`config.mk`:
```
export PLATFORM = sky130hd
export DESIGN_NAME = chord_keyboard_entry
export DESIGN_NICKNAME = d
export VERILOG_FILES = /design/src/hw/rtl/cke_pkg.sv /design/src/hw/rtl/cke_ctrl.sv /design/src/hw/rtl/cke_ring.sv /design/src/hw/rtl/chord_keyboard_entry.sv
export VERILOG_INCLUDE_DIRS = /design/src /design/src/hw/rtl
export SDC_FILE = /design/constraint.sdc
export NUM_CORES = 1
export LEC_CHECK = 0
export BUFFER_PORTS_ARGS = -buffer_cell sky130_fd_sc_hd__buf_2
export CORE_MARGIN = 2
export CORE_UTILIZATION = 60
export CTS_BUF_LIST = sky130_fd_sc_hd__clkbuf_16
export DETAILED_ROUTE_END_ITERATION = 10
export GPL_TIMING_DRIVEN = 1
export PLACE_DENSITY = 0.84
export SLEW_MARGIN = 10
export SYNTH_ARGS = -nofsm -noshare
export SYNTH_HDL_FRONTEND = slang
export SYNTH_HIERARCHICAL = 1
export SYNTH_SLANG_ARGS = --single-unit
```
`constraint.sdc`:
```
create_clock -name clock -period 5.1 [get_ports clock]
set_input_delay 0.255 -clock clock [delete_from_list [all_inputs] [get_ports clock]]
set_output_delay 0.255 -clock clock [all_outputs]
set_load 0.005 [all_outputs]
```
`src/hw/rtl/chord_keyboard_entry_defines.svh`:
```
// Assertion macros for the chord keyboard entry block.
// Used by the top level only; needs a signal named clock and one named reset in scope.
`ifndef CHORD_KEYBOARD_ENTRY_DEFINES_SVH
`define CHORD_KEYBOARD_ENTRY_DEFINES_SVH

// Same-cycle implication, checked at every rising clock edge outside reset.
`define CKE_ASSERT_SAME(label, ante, cons) \
   label: assert property (@(posedge clock) disable iff (reset) (ante) |-> (cons)) \
      else $error("chord keyboard entry: same-cycle check failed");

// Next-cycle implication, checked at every rising clock edge outside reset.
`define CKE_ASSERT_NEXT(label, ante, cons) \
   label: assert property (@(posedge clock) disable iff (reset) (ante) |=> (cons)) \
      else $error("chord keyboard entry: next-cycle check failed");

`endif

```
`src/hw/rtl/cke_pkg.sv`:
```
// Package for the chord keyboard entry block: payload structs, codes and the chord table.
// Used by every module of the block; depends on nothing.
package cke_pkg;

   localparam int RING_DEPTH_DEFAULT = 16;

   localparam logic [9:0] THRESHOLD_RESET = 10'd260;

   // Configuration register indexes.
   localparam logic [1:0] CSR_KB_MODE   = 2'd0;
   localparam logic [1:0] CSR_THRESHOLD = 2'd1;

   // Item kinds.
   localparam logic [1:0] ITEM_BUTTON = 2'd0;
   localparam logic [1:0] ITEM_TOUCH  = 2'd1;
   localparam logic [1:0] ITEM_POP    = 2'd2;

   // Buttons above the color buttons.
   localparam logic [2:0] BTN_LAST_COLOUR = 3'd4;
   localparam logic [2:0] BTN_CTRL        = 3'd5;
   localparam logic [2:0] BTN_AI          = 3'd6;

   // Pages.
   localparam logic [2:0] PG_UPPER   = 3'd0;
   localparam logic [2:0] PG_LOWER   = 3'd1;
   localparam logic [2:0] PG_NUMBERS = 3'd2;
   localparam logic [2:0] PG_SYMBOLS = 3'd3;
   localparam logic [2:0] PG_HEX     = 3'd4;

   // Keyboard modes.
   localparam logic [2:0] KB_ALL       = 3'd0;
   localparam logic [2:0] KB_LOWER_NUM = 3'd1;
   localparam logic [2:0] KB_UPPER_SYM = 3'd2;
   localparam logic [2:0] KB_NUM_ONLY  = 3'd3;
   localparam logic [2:0] KB_HEX_ONLY  = 3'd4;

   localparam logic       KIND_CHAR      = 1'b0;
   localparam logic       KIND_BACKSPACE = 1'b1;
   localparam logic [6:0] CHAR_SPACE     = 7'h20;
   localparam logic [6:0] CHAR_NONE      = 7'h00;

   typedef struct packed {
      logic [1:0] mode;
      logic [2:0] button;
      logic [9:0] touch_y;
   } req_payload_type;

   typedef struct packed {
      logic       event_valid;
      logic       event_kind;
      logic [6:0] event_char;
      logic       in_chord;
      logic [2:0] current_page;
      logic [4:0] queued;
   } rsp_payload_type;

   typedef struct packed {
      logic       write;
      logic [1:0] index;
      logic [9:0] data;
   } csr_write_type;

   typedef struct packed {
      logic       push;
      logic       pop;
      logic       kind;
      logic [6:0] ch;
   } ring_cmd_type;

   typedef struct packed {
      logic       kind;
      logic [6:0] ch;
   } ring_entry_type;

   typedef struct packed {
      logic       in_chord;
      logic [2:0] page;
   } ctrl_status_type;

   function automatic logic [2:0] first_page(input logic [2:0] kb_mode);
      logic [2:0] pg;
      unique case (kb_mode)
         KB_UPPER_SYM: pg = PG_UPPER;
         KB_NUM_ONLY:  pg = PG_NUMBERS;
         KB_HEX_ONLY:  pg = PG_HEX;
         default:      pg = PG_LOWER;
      endcase
      return pg;
   endfunction

   function automatic logic [2:0] next_page(input logic [2:0] kb_mode, input logic [2:0] pg);
      logic [2:0] nxt;
      unique case (kb_mode)
         KB_LOWER_NUM: nxt = (pg == PG_LOWER) ? PG_NUMBERS : PG_LOWER;
         KB_UPPER_SYM: nxt = (pg == PG_UPPER) ? PG_SYMBOLS : PG_UPPER;
         KB_NUM_ONLY:  nxt = PG_NUMBERS;
         KB_HEX_ONLY:  nxt = PG_HEX;
         default: begin
            // The full cycle runs upper, lower, numbers and back to upper.
            nxt = (pg == PG_UPPER || pg == PG_LOWER) ? pg + 3'd1 : PG_UPPER;
         end
      endcase
      return nxt;
   endfunction

   // Character for a page, group and second color button; zero marks an empty slot.
   function automatic logic [6:0] chord_char(input logic [2:0] pg, input logic [2:0] grp,
                                             input logic [2:0] btn);
      logic [39:0] row;
      logic [6:0]  ch;
      unique case ({pg, grp})
         {PG_UPPER, 3'd0}:   row = "ABCDE";
         {PG_UPPER, 3'd1}:   row = "FGHIJ";
         {PG_UPPER, 3'd2}:   row = "KLMNO";
         {PG_UPPER, 3'd3}:   row = "PQRST";
         {PG_UPPER, 3'd4}:   row = "UVWXY";
         {PG_LOWER, 3'd0}:   row = "abcde";
         {PG_LOWER, 3'd1}:   row = "fghij";
         {PG_LOWER, 3'd2}:   row = "klmno";
         {PG_LOWER, 3'd3}:   row = "pqrst";
         {PG_LOWER, 3'd4}:   row = "uvwxy";
         {PG_NUMBERS, 3'd0}: row = "01234";
         {PG_NUMBERS, 3'd1}: row = "56789";
         {PG_NUMBERS, 3'd2}: row = "+^.<>";
         {PG_NUMBERS, 3'd3}: row = "=*/~-";
         {PG_NUMBERS, 3'd4}: row = "()[]z";
         {PG_SYMBOLS, 3'd0}: row = "!@#$%";
         {PG_SYMBOLS, 3'd1}: row = "^&_`~";
         {PG_SYMBOLS, 3'd2}: row = "{}\\|;";
         {PG_SYMBOLS, 3'd3}: row = "\"',=?";
         {PG_SYMBOLS, 3'd4}: row = {"/z", 24'h0};
         {PG_HEX, 3'd0}:     row = "01234";
         {PG_HEX, 3'd1}:     row = "56789";
         {PG_HEX, 3'd2}:     row = "ABCDE";
         {PG_HEX, 3'd3}:     row = {"F", 32'h0};
         default:            row = 40'h0;
      endcase
      unique case (btn)
         3'd0:    ch = row[38:32];
         3'd1:    ch = row[30:24];
         3'd2:    ch = row[22:16];
         3'd3:    ch = row[14:8];
         3'd4:    ch = row[6:0];
         default: ch = CHAR_NONE;
      endcase
      return ch;
   endfunction

endpackage

```
`src/hw/rtl/cke_ctrl.sv`:
```
// Chord, page and configuration state of the chord keyboard entry block.
// Depends on cke_pkg; drives the push and pop commands for cke_ring.
module cke_ctrl (
   input  logic                     clock,
   input  logic                     reset,
   input  logic                     accept,
   input  cke_pkg::req_payload_type item,
   input  cke_pkg::csr_write_type   csr,
   output cke_pkg::ring_cmd_type    ring_cmd,
   output cke_pkg::ctrl_status_type status
);
   import cke_pkg::*;

   logic [2:0] kb_mode_ff, kb_mode_in;
   logic [9:0] threshold_ff, threshold_in;
   logic [2:0] page_ff, page_in;
   logic [2:0] group_ff, group_in;
   logic       awaiting_ff, awaiting_in;
   logic [6:0] chord_ch;

   assign chord_ch = chord_char(page_ff, group_ff, item.button);

   always_comb begin
      kb_mode_in   = kb_mode_ff;
      threshold_in = threshold_ff;
      page_in      = page_ff;
      group_in     = group_ff;
      awaiting_in  = awaiting_ff;
      ring_cmd     = '{push: 1'b0, pop: 1'b0, kind: KIND_CHAR, ch: CHAR_NONE};
      if (accept) begin
         unique case (item.mode)
            ITEM_BUTTON: begin
               priority if (item.button <= BTN_LAST_COLOUR) begin
                  if (!awaiting_ff) begin
                     group_in    = item.button;
                     awaiting_in = 1'b1;
                  end else begin
                     awaiting_in = 1'b0;
                     // An empty slot ends the chord without a character.
                     ring_cmd.push = (chord_ch != CHAR_NONE);
                     ring_cmd.ch   = chord_ch;
                  end
               end else if (item.button == BTN_CTRL || item.button == BTN_AI) begin
                  if (!awaiting_ff) begin
                     page_in = next_page(kb_mode_ff, page_ff);
                  end else begin
                     awaiting_in = 1'b0;
                  end
               end else begin
                  awaiting_in = awaiting_ff;
               end
            end
            ITEM_TOUCH: begin
               ring_cmd.push = 1'b1;
               if (item.touch_y > threshold_ff) begin
                  ring_cmd.ch = CHAR_SPACE;
               end else begin
                  ring_cmd.kind = KIND_BACKSPACE;
               end
            end
            ITEM_POP: begin
               ring_cmd.pop = 1'b1;
            end
            default: begin
               ring_cmd.pop = 1'b0;
            end
         endcase
      end
      if (csr.write) begin
         unique case (csr.index)
            CSR_KB_MODE: begin
               kb_mode_in  = (csr.data[2:0] > KB_HEX_ONLY) ? KB_ALL : csr.data[2:0];
               page_in     = first_page(kb_mode_in);
               awaiting_in = 1'b0;
            end
            CSR_THRESHOLD: begin
               threshold_in = csr.data;
            end
            default: begin
               threshold_in = threshold_ff;
            end
         endcase
      end
   end

   always_ff @(posedge clock) begin
      if (reset) begin
         kb_mode_ff   <= KB_ALL;
         threshold_ff <= THRESHOLD_RESET;
         page_ff      <= PG_LOWER;
         group_ff     <= 3'd0;
         awaiting_ff  <= 1'b0;
      end else begin
         kb_mode_ff   <= kb_mode_in;
         threshold_ff <= threshold_in;
         page_ff      <= page_in;
         group_ff     <= group_in;
         awaiting_ff  <= awaiting_in;
      end
   end

   assign status = '{in_chord: awaiting_in, page: page_in};

endmodule

```
`src/hw/rtl/cke_ring.sv`:
```
// Event ring of the chord keyboard entry block: memory, head pointer and fill count.
// Depends on cke_pkg; takes push and pop commands from cke_ctrl.
module cke_ring #(
   parameter int RING_DEPTH = cke_pkg::RING_DEPTH_DEFAULT
) (
   input  logic                    clock,
   input  logic                    reset,
   input  cke_pkg::ring_cmd_type   cmd,
   output cke_pkg::ring_entry_type rd_entry,
   output logic                    pop_hit,
   output logic [4:0]              queued_next
);
   import cke_pkg::*;

   localparam int PTR_W = $clog2(RING_DEPTH);
   localparam int CNT_W = $clog2(RING_DEPTH + 1);

   ring_entry_type mem [RING_DEPTH];
   ring_entry_type rd_entry_ff;

   logic [PTR_W-1:0] head_ff, head_in;
   logic [CNT_W-1:0] count_ff, count_in;
   logic [PTR_W-1:0] head_inc;
   logic [PTR_W:0]   tail_sum;
   logic [PTR_W-1:0] tail;
   logic             full;

   assign full     = (count_ff == CNT_W'(RING_DEPTH));
   assign head_inc = (head_ff == PTR_W'(RING_DEPTH - 1)) ? '0 : head_ff + PTR_W'(1);
   assign tail_sum = (PTR_W+1)'(head_ff) + (PTR_W+1)'(count_ff);

   // When full, the new event takes the oldest slot and the head moves past it.
   always_comb begin
      if (full) begin
         tail = head_ff;
      end else if (tail_sum >= (PTR_W+1)'(RING_DEPTH)) begin
         tail = PTR_W'(tail_sum - (PTR_W+1)'(RING_DEPTH));
      end else begin
         tail = PTR_W'(tail_sum);
      end
   end

   assign pop_hit = cmd.pop && (count_ff != '0);

   always_comb begin
      head_in  = head_ff;
      count_in = count_ff;
      if (cmd.push) begin
         if (full) begin
            head_in = head_inc;
         end else begin
            count_in = count_ff + CNT_W'(1);
         end
      end else if (pop_hit) begin
         head_in  = head_inc;
         count_in = count_ff - CNT_W'(1);
      end
   end

   always_ff @(posedge clock) begin
      if (reset) begin
         head_ff  <= '0;
         count_ff <= '0;
      end else begin
         head_ff  <= head_in;
         count_ff <= count_in;
      end
   end

   always_ff @(posedge clock) begin
      if (cmd.push) begin
         mem[tail] <= '{kind: cmd.kind, ch: cmd.ch};
      end
   end

   always_ff @(posedge clock) begin
      if (cmd.pop) begin
         rd_entry_ff <= mem[head_ff];
      end
   end

   assign rd_entry    = rd_entry_ff;
   assign queued_next = 5'(count_in);

endmodule

```
`src/hw/rtl/chord_keyboard_entry.sv`:
```
// Chord keyboard entry block: top level with the result stage and an output register.
// An accepted request moves through the first stage and then the output register to its result;
// one request per cycle sustained while rsp_stall does not hold the output. Synchronous reset clears
// the chord, page, mode, threshold and ring pointers; the ring memory itself is not cleared.
// Depends on cke_pkg, cke_ctrl, cke_ring and chord_keyboard_entry_defines.svh.
`include "chord_keyboard_entry_defines.svh"

module chord_keyboard_entry #(
   parameter int RING_DEPTH = cke_pkg::RING_DEPTH_DEFAULT
) (
   input  logic                     clock,
   input  logic                     reset,
   input  logic                     req_valid,
   output logic                     req_stall,
   input  cke_pkg::req_payload_type req_payload,
   output logic                     rsp_valid,
   input  logic                     rsp_stall,
   output cke_pkg::rsp_payload_type rsp_payload,
   input  logic                     csr_valid,
   output logic                     csr_ready,
   input  logic [1:0]               csr_index,
   input  logic [9:0]               csr_data
);
   import cke_pkg::*;

   logic            accept;
   logic            advance;
   csr_write_type   csr;
   ring_cmd_type    ring_cmd;
   ctrl_status_type status;
   ring_entry_type  rd_entry;
   logic            pop_hit;
   logic [4:0]      queued_next;

   logic            s1_valid_ff, s1_valid_in;
   logic            s1_hit_ff;
   ctrl_status_type s1_status_ff;
   logic [4:0]      s1_queued_ff;
   logic            rsp_valid_ff, rsp_valid_in;
   rsp_payload_type rsp_ff;

   assign csr_ready = 1'b1;
   assign csr       = '{write: csr_valid && csr_ready, index: csr_index, data: csr_data};

   // The first stage moves on when the output register is empty or being taken.
   assign advance   = s1_valid_ff && (!rsp_valid_ff || !rsp_stall);
   assign req_stall = s1_valid_ff && !advance;
   assign accept    = req_valid && !req_stall;

   cke_ctrl u_ctrl (
      .clock    (clock),
      .reset    (reset),
      .accept   (accept),
      .item     (req_payload),
      .csr      (csr),
      .ring_cmd (ring_cmd),
      .status   (status)
   );

   cke_ring #(
      .RING_DEPTH (RING_DEPTH)
   ) u_ring (
      .clock       (clock),
      .reset       (reset),
      .cmd         (ring_cmd),
      .rd_entry    (rd_entry),
      .pop_hit     (pop_hit),
      .queued_next (queued_next)
   );

   assign s1_valid_in  = accept || (s1_valid_ff && !advance);
   assign rsp_valid_in = advance || (rsp_valid_ff && rsp_stall);

   always_ff @(posedge clock) begin
      if (reset) begin
         s1_valid_ff  <= 1'b0;
         rsp_valid_ff <= 1'b0;
      end else begin
         s1_valid_ff  <= s1_valid_in;
         rsp_valid_ff <= rsp_valid_in;
      end
   end

   always_ff @(posedge clock) begin
      if (accept) begin
         s1_hit_ff    <= pop_hit;
         s1_status_ff <= status;
         s1_queued_ff <= queued_next;
      end
   end

   // The ring read data is only valid for a pop that found an event.
   always_ff @(posedge clock) begin
      if (advance) begin
         rsp_ff.event_valid  <= s1_hit_ff;
         rsp_ff.event_kind   <= s1_hit_ff & rd_entry.kind;
         rsp_ff.event_char   <= s1_hit_ff ? rd_entry.ch : CHAR_NONE;
         rsp_ff.in_chord     <= s1_status_ff.in_chord;
         rsp_ff.current_page <= s1_status_ff.page;
         rsp_ff.queued       <= s1_queued_ff;
      end
   end

   assign rsp_valid   = rsp_valid_ff;
   assign rsp_payload = rsp_ff;

   `CKE_ASSERT_SAME(a_no_event_fields_zero,
      rsp_valid && !rsp_payload.event_valid,
      rsp_payload.event_kind == 1'b0 && rsp_payload.event_char == CHAR_NONE)

   `CKE_ASSERT_SAME(a_page_in_range,
      rsp_valid, rsp_payload.current_page <= PG_HEX)

   `CKE_ASSERT_NEXT(a_held_stage_stays,
      s1_valid_ff && !advance, s1_valid_ff && $stable(s1_queued_ff))

endmodule
```
; ---- Word-level counts from Yosys, hierarchy flattened
; Memories as Yosys holds them, arrays and structs flattened. A register that Yosys moved wholly into a read port is not among the register bits.
; Cells that the tools add are included.
[totals]
mem_count = 2
mem_bits_rw = 128
reg_bits = 59
romBits = 2240
word_cells = 121
output_inout_bits = 21
in_bits = 32
[mem_list]
columns = memory, depth, width, rd, rd_ports_with_merged_regs, wr, line
row1 = (name not given), 64, 35, 1, 0, 0, cke_pkg.sv:111  ; unique case ({pg, grp})
row2 = u_ring.mem, 16, 8, 1, 1, 1, cke_ring.sv:18  ; ring_entry_type mem [RING_DEPTH];
[classes]
reduce_logical = 25
n_eq_ne = 20
addsub = 6
magnitude_cmp = 4
bitwise = 2
mux = 43
[ops]
columns = operator, n
row1 = $pmux W7 S5, 1
row2 = $mux W3, 9
row3 = $mux W4, 6
row4 = $eq A3 B2 Y1 const B, 6
row5 = $eq A3 B3 Y1 const B, 5
row6 = $mux W5, 3
row7 = $mux W1, 14
row8 = $mux W7, 2
row9 = $pmux W7 S2, 1
row10 = $pmux W3 S4, 1
row11 = $gt A10 B10 Y1, 1
row12 = $mux W10, 1
row13 = $eq A3 B1 Y1 const B, 3
row14 = $pmux W3 S3, 1
row15 = $reduce_bool A7 Y1, 1
row16 = $logic_not A3 Y1, 2
row17 = $mux W6, 1
row18 = $reduce_and A2 Y1, 3
row19 = $add A4 B5 Y5, 1
row20 = $add A5 B1 Y5 const B, 1
row21 = $eq A5 B5 Y1 const B, 1
row22 = $ge A5 B5 Y1 const B, 1
row23 = $logic_and A1 B1 Y1, 5
row24 = $logic_or A1 B1 Y1, 5
row25 = 19 further kinds, 25

; ---- Depth between registers and ports, before layout
[depth]
word_depth = 11
ltp_mapped = 16
ltp_nobuf = 13

; ---- By module
; The synthesis kept the hierarchy.
[by_module_without_submodules]
columns = module, cells_each, seq_area_each_um2, area_per_inst_um2, n_inst
row1 = cke_ring, 344, 4264.1, 6109.6, 1
row2 = cke_ctrl, 381, 400.4, 2785.2, 1
row3 = chord_keyboard_entry, 48, 880.8, 988.4, 1

; ---- Worst setup path before layout
; No wires, ideal clock.
[synth_timing]
path_kind = register -> register
start = reg u_ctrl.group_ff[1]
end = mem u_ring/mem[0][0] (netlist bit) (enable)
n_path_buf = 2
setup_ns = 0.378
synth_period_minus_slack_ns = 3.760
required_time_ns = 4.722
path_stages_with_launch = 15
arrival_time_ns = 3.382
slack_ns = 1.340
cell_sequence = dfxtp_1 -> clkbuf_1 -> inv_1 -> ha_1 -> nand2b_1 -> nor3_1 -> a32oi_1 -> and4_1 -> and4_1 -> a221oi_2 -> buf_2 -> inv_1 -> nor2_1 -> nand2_1 -> a31oi_1
[synth_rtl]
columns = item, line
row1 = "start, declared", cke_ctrl.sv:17  ; logic [2:0] group_ff, group_in;
row2 = "start signal, assigned", cke_ctrl.sv:97  ; group_ff <= group_in;
row3 = "end, declared", cke_ring.sv:18

==> impl_metrics.tcl <==
set metrics [dict create \
    antenna_found_initial 0 \
    final_nets 882 \
    area_delta_synth_final_pct 10.7 \
    comb_power_share_pct 7.1 \
    num_rows 46 \
    insertion_delay_ns 0.44 \
    hold_class "input pin to flip-flop" \
    cp_slowest_cell "a221oi_2" \
    fill_cells 1117 \
    switching_share_pct 23.0 \
    worst_pin_slew_ns 1.16 \
    slowest_delay_ns 0.40 \
    drv_cap 0 \
    hold_buffers 0 \
    h-tree-depth 4 \
    pwr_density_cell_mw_per_mm2 311 \
    cts_tree "done" \
    crit_family "simple AND/OR/NAND/NOR gates" \
    syn_avg_cell_area_sq_um 12.8 \
    grt_pass1_vias 7096 \
    rsz0062_at_grt "false" \
    cts_setup_buffers 0 \
    crit_chain "buf_4, inv_1, ha_1, nand2_1, nor2_1, a2111oi_0, nor4_1, o2111ai_1, and4_1, a221oi_2, inv_1, nor2_1, nand2_1, a31oi_1, buf_4" \
    required_ns 5.24 \
    cts_resized 0 \
    synthArstFlopShare_pct 0 \
    numPortBuffers 51 \
    path_class "flip-flop to flip-flop" \
    num_io_pins 53 \
    vias 7126 \
    fin_crit_sh_pct 84.5 \
    ys_ff_latch 195 \
    diodes 0 \
    cts_root_buf "clkbuf_16" \
    wl_per_cell_microns 23.1 \
    end_kind "flip-flop" \
    grt_max_degree 41 \
    setup_viol 0 \
    start_util_pct 61.8 \
    overflow 0 \
    gp_congestion 1.00 \
    synth_area_leaders "edfxtp_1, mux4_2, dfxtp_1" \
    die_y_microns 132 \
    die_area_sq_mm 0.0175 \
    drc 0 \
    p_int_w 0.00262 \
    coreArea_sq_mm 0.0160 \
    finClkSkew_ns 0.0136 \
    post-route-min-period_ns 4.31 \
    drtIter0Drc 884 \
    fmax_mhz 232 \
    yosysWarnings 6 \
    pre_cts_ws_ns 1.02 \
    syn_inst 773 \
    setup_slack_ns 0.789 \
    maxSlewHeadroom_pct 22.1 \
    drive_above_1_share_pct 20.6 \
    synth_top_area_share_pct 49.8 \
    met3_length_mm 2.02 \
    ys_types 88 \
    ir_worst_vdd_uv 284 \
    leakage_nw 3.69 \
    place_hpwl_mm 15.9 \
    hold_violations 0 \
    track_usage_pct 28.8 \
    cp-start-kind "flip-flop" \
    routed_wl_mm 24.3 \
    top_layer_used "met4" \
    synth_edf_count 164 \
    status "complete, no violations" \
    drv_slew 0 \
    yosys.area.top_type "edfxtp_1" \
    clockBufferDepth 2 \
    synth_sequential_area_ratio_pct 56.1 \
    p_sw_w 0.000780 \
    wl_met1_mm 9.08 \
    ant_nets 0 \
    syn-num-nets 834 \
    seqPwrFrac_pct 51.7 \
    firstDrtPassIters 6 \
    fin_tns_setup_ns 0 \
    cts.sinks 195 \
    synth_area_sq_mm 0.00988 \
    vias_per_cell 6.79 \
    cts_buffers 17 \
    clk_pin_slew_ns 0.08 \
    cp_max_fo 16 \
    synthFlopType "edfxtp_1" \
    grt_pass1_wl_mm 39.0 \
    critPathBufInv 4 \
    die_w_microns 132 \
    dr_wl_met2_mm 12.2 \
    worstPathArrival_ns 4.45 \
    p_clk_share_pct 41.2 \
]
worst min-delay path, cell delays in order:
cell and delay (ns):
buf_2 0.07, mux2i_1 0.05, nor2_1 0.08
path summary, 6_finish.rpt:
kind / start / to / slack, ns / cells after the start
max: u_ctrl/group_ff[0] / u_ring/mem[4][3] / 0.79 / 15
max reg2reg: u_ctrl/group_ff[0] / u_ring/mem[4][3] / 0.79 / 15
min: csr_data[5] / u_ctrl/threshold_ff[5] / 0.06 / 3
min reg2reg: s1_queued_ff[4] / rsp_payload[4] / 0.41 / 0
cell usage after synthesis, drive strengths merged, types with 3 or more instances:
library cell    n
edfxtp        164
a21oi          51
nor2           51
o21ai          37
buf            35
mux4           32
dfxtp          31
nand2          31
ha             28
mux2i          27
nand3          27
inv            26
nor2b          22
a31oi          21
clkbuf         18
nand2b         17
a211oi         14
and2           12
nor3           10
o211ai         10
and3            8
nand3b          6
or3             6
a21o            5
nor3b           5
a32oi           4
and4            4
nand4           4
o221ai          4
o31ai           4
a2111oi         3
a211o           3
a21boi          3
nor4            3
o2111ai         3
or2             3
cell families (layout without fill, tap and decap cells):
kind of cell               count (synthesis)  count (layout)  share of synthesized area, %
muxes                                     61              61                          10.3
buffers and inverters                     80             141                          4.39
and+or+nand+nor                          221             221                          12.3
xor gates and xnor gates                   3               3                         0.266
DFF                                      195             195                          56.1
adders and majority gates                 29              29                          3.75
AOI/OAI and AO/OA                        183             183                          12.9
other                                      1               1                        0.0379
placed cells by master (no fill, tap or decap), types with 9 or more instances in the layout:
| master | count |
|---|---|
| o21ai_0 | 34 |
| mux2i_1 | 27 |
| inv_1 | 25 |
| nor2b_1 | 22 |
| nand3_1 | 26 |
| nor3_1 | 9 |
| and2_1 | 11 |
| dfxtp_1 | 30 |
| o211ai_1 | 9 |
| mux4_2 | 32 |
| a31oi_1 | 20 |
| edfxtp_1 | 164 |
| a21oi_1 | 50 |
| a211oi_1 | 14 |
| buf_4 | 31 |
| nand2_1 | 30 |
| nor2_1 | 50 |
| clkbuf_16 | 17 |
| nand2b_1 | 17 |
| ha_1 | 28 |
| buf_2 | 51 |
cell type report:
type                    count  area [sq um]  area share (%)
flip-flops and latches    195          5550            50.7
multi-input cells         498          3910            35.7
repair buffers             82           488            4.46
clock buffers              17           425            3.89
well taps                 216           270            2.47
clock inverters            15           201            1.84
inverters                  27           101           0.926
registers in the layout (all words and copies together) (netlist names):
signal               cells
u_ring/mem             128
u_ring/head_ff           4
u_ctrl/kb_mode_ff        3
s1_hit_ff                1
u_ctrl/group_ff          3
u_ctrl/threshold_ff     10
s1_queued_ff             5
u_ctrl/awaiting_ff       1
rsp_payload             18
s1_status_ff             4
s1_valid_ff              1
rsp_valid                1
u_ctrl/page_ff           3
u_ring/rd_entry          8
u_ring/count_ff          5
through the flow:
stage	hold WS (ns)	area, sq um	instances	util [%]	total power (W)
5_1_grt	0.0610	10900	1050	68.4	0.00349
3_5_place_dp	0.405	10300	1018	64.4	0.00202
6_report	0.0564	10900	1050	68.4	0.00340
4_1_cts	0.0506	10900	1050	68.4	0.00340
2_1_floorplan	0.317	9880	773	-	0.00196
3_3_place_gp	0.400	10300	1018	64.4	0.00201
per-layer routing:
metal | track usage [%] | vias to the layer above
met5 | 0 | -
met4 | 11.7 | 0
met3 | 5.57 | 99
met2 | 49.0 | 452
met1 | 36.5 | 3488
li1 | - | 3087
power groups by stage:
stage	Clock [W]	Combinational [W]	Sequential, W
6_report	0.00140	0.000241	0.00176
5_1_grt	0.00147	0.000262	0.00176
4_1_cts	0.00141	0.000236	0.00176
3_5_place_dp	0	0.000233	0.00179
3_3_place_gp	0	0.000225	0.00179
2_1_floorplan	0	0.000174	0.00178
(Power assumes the default switching activity.)
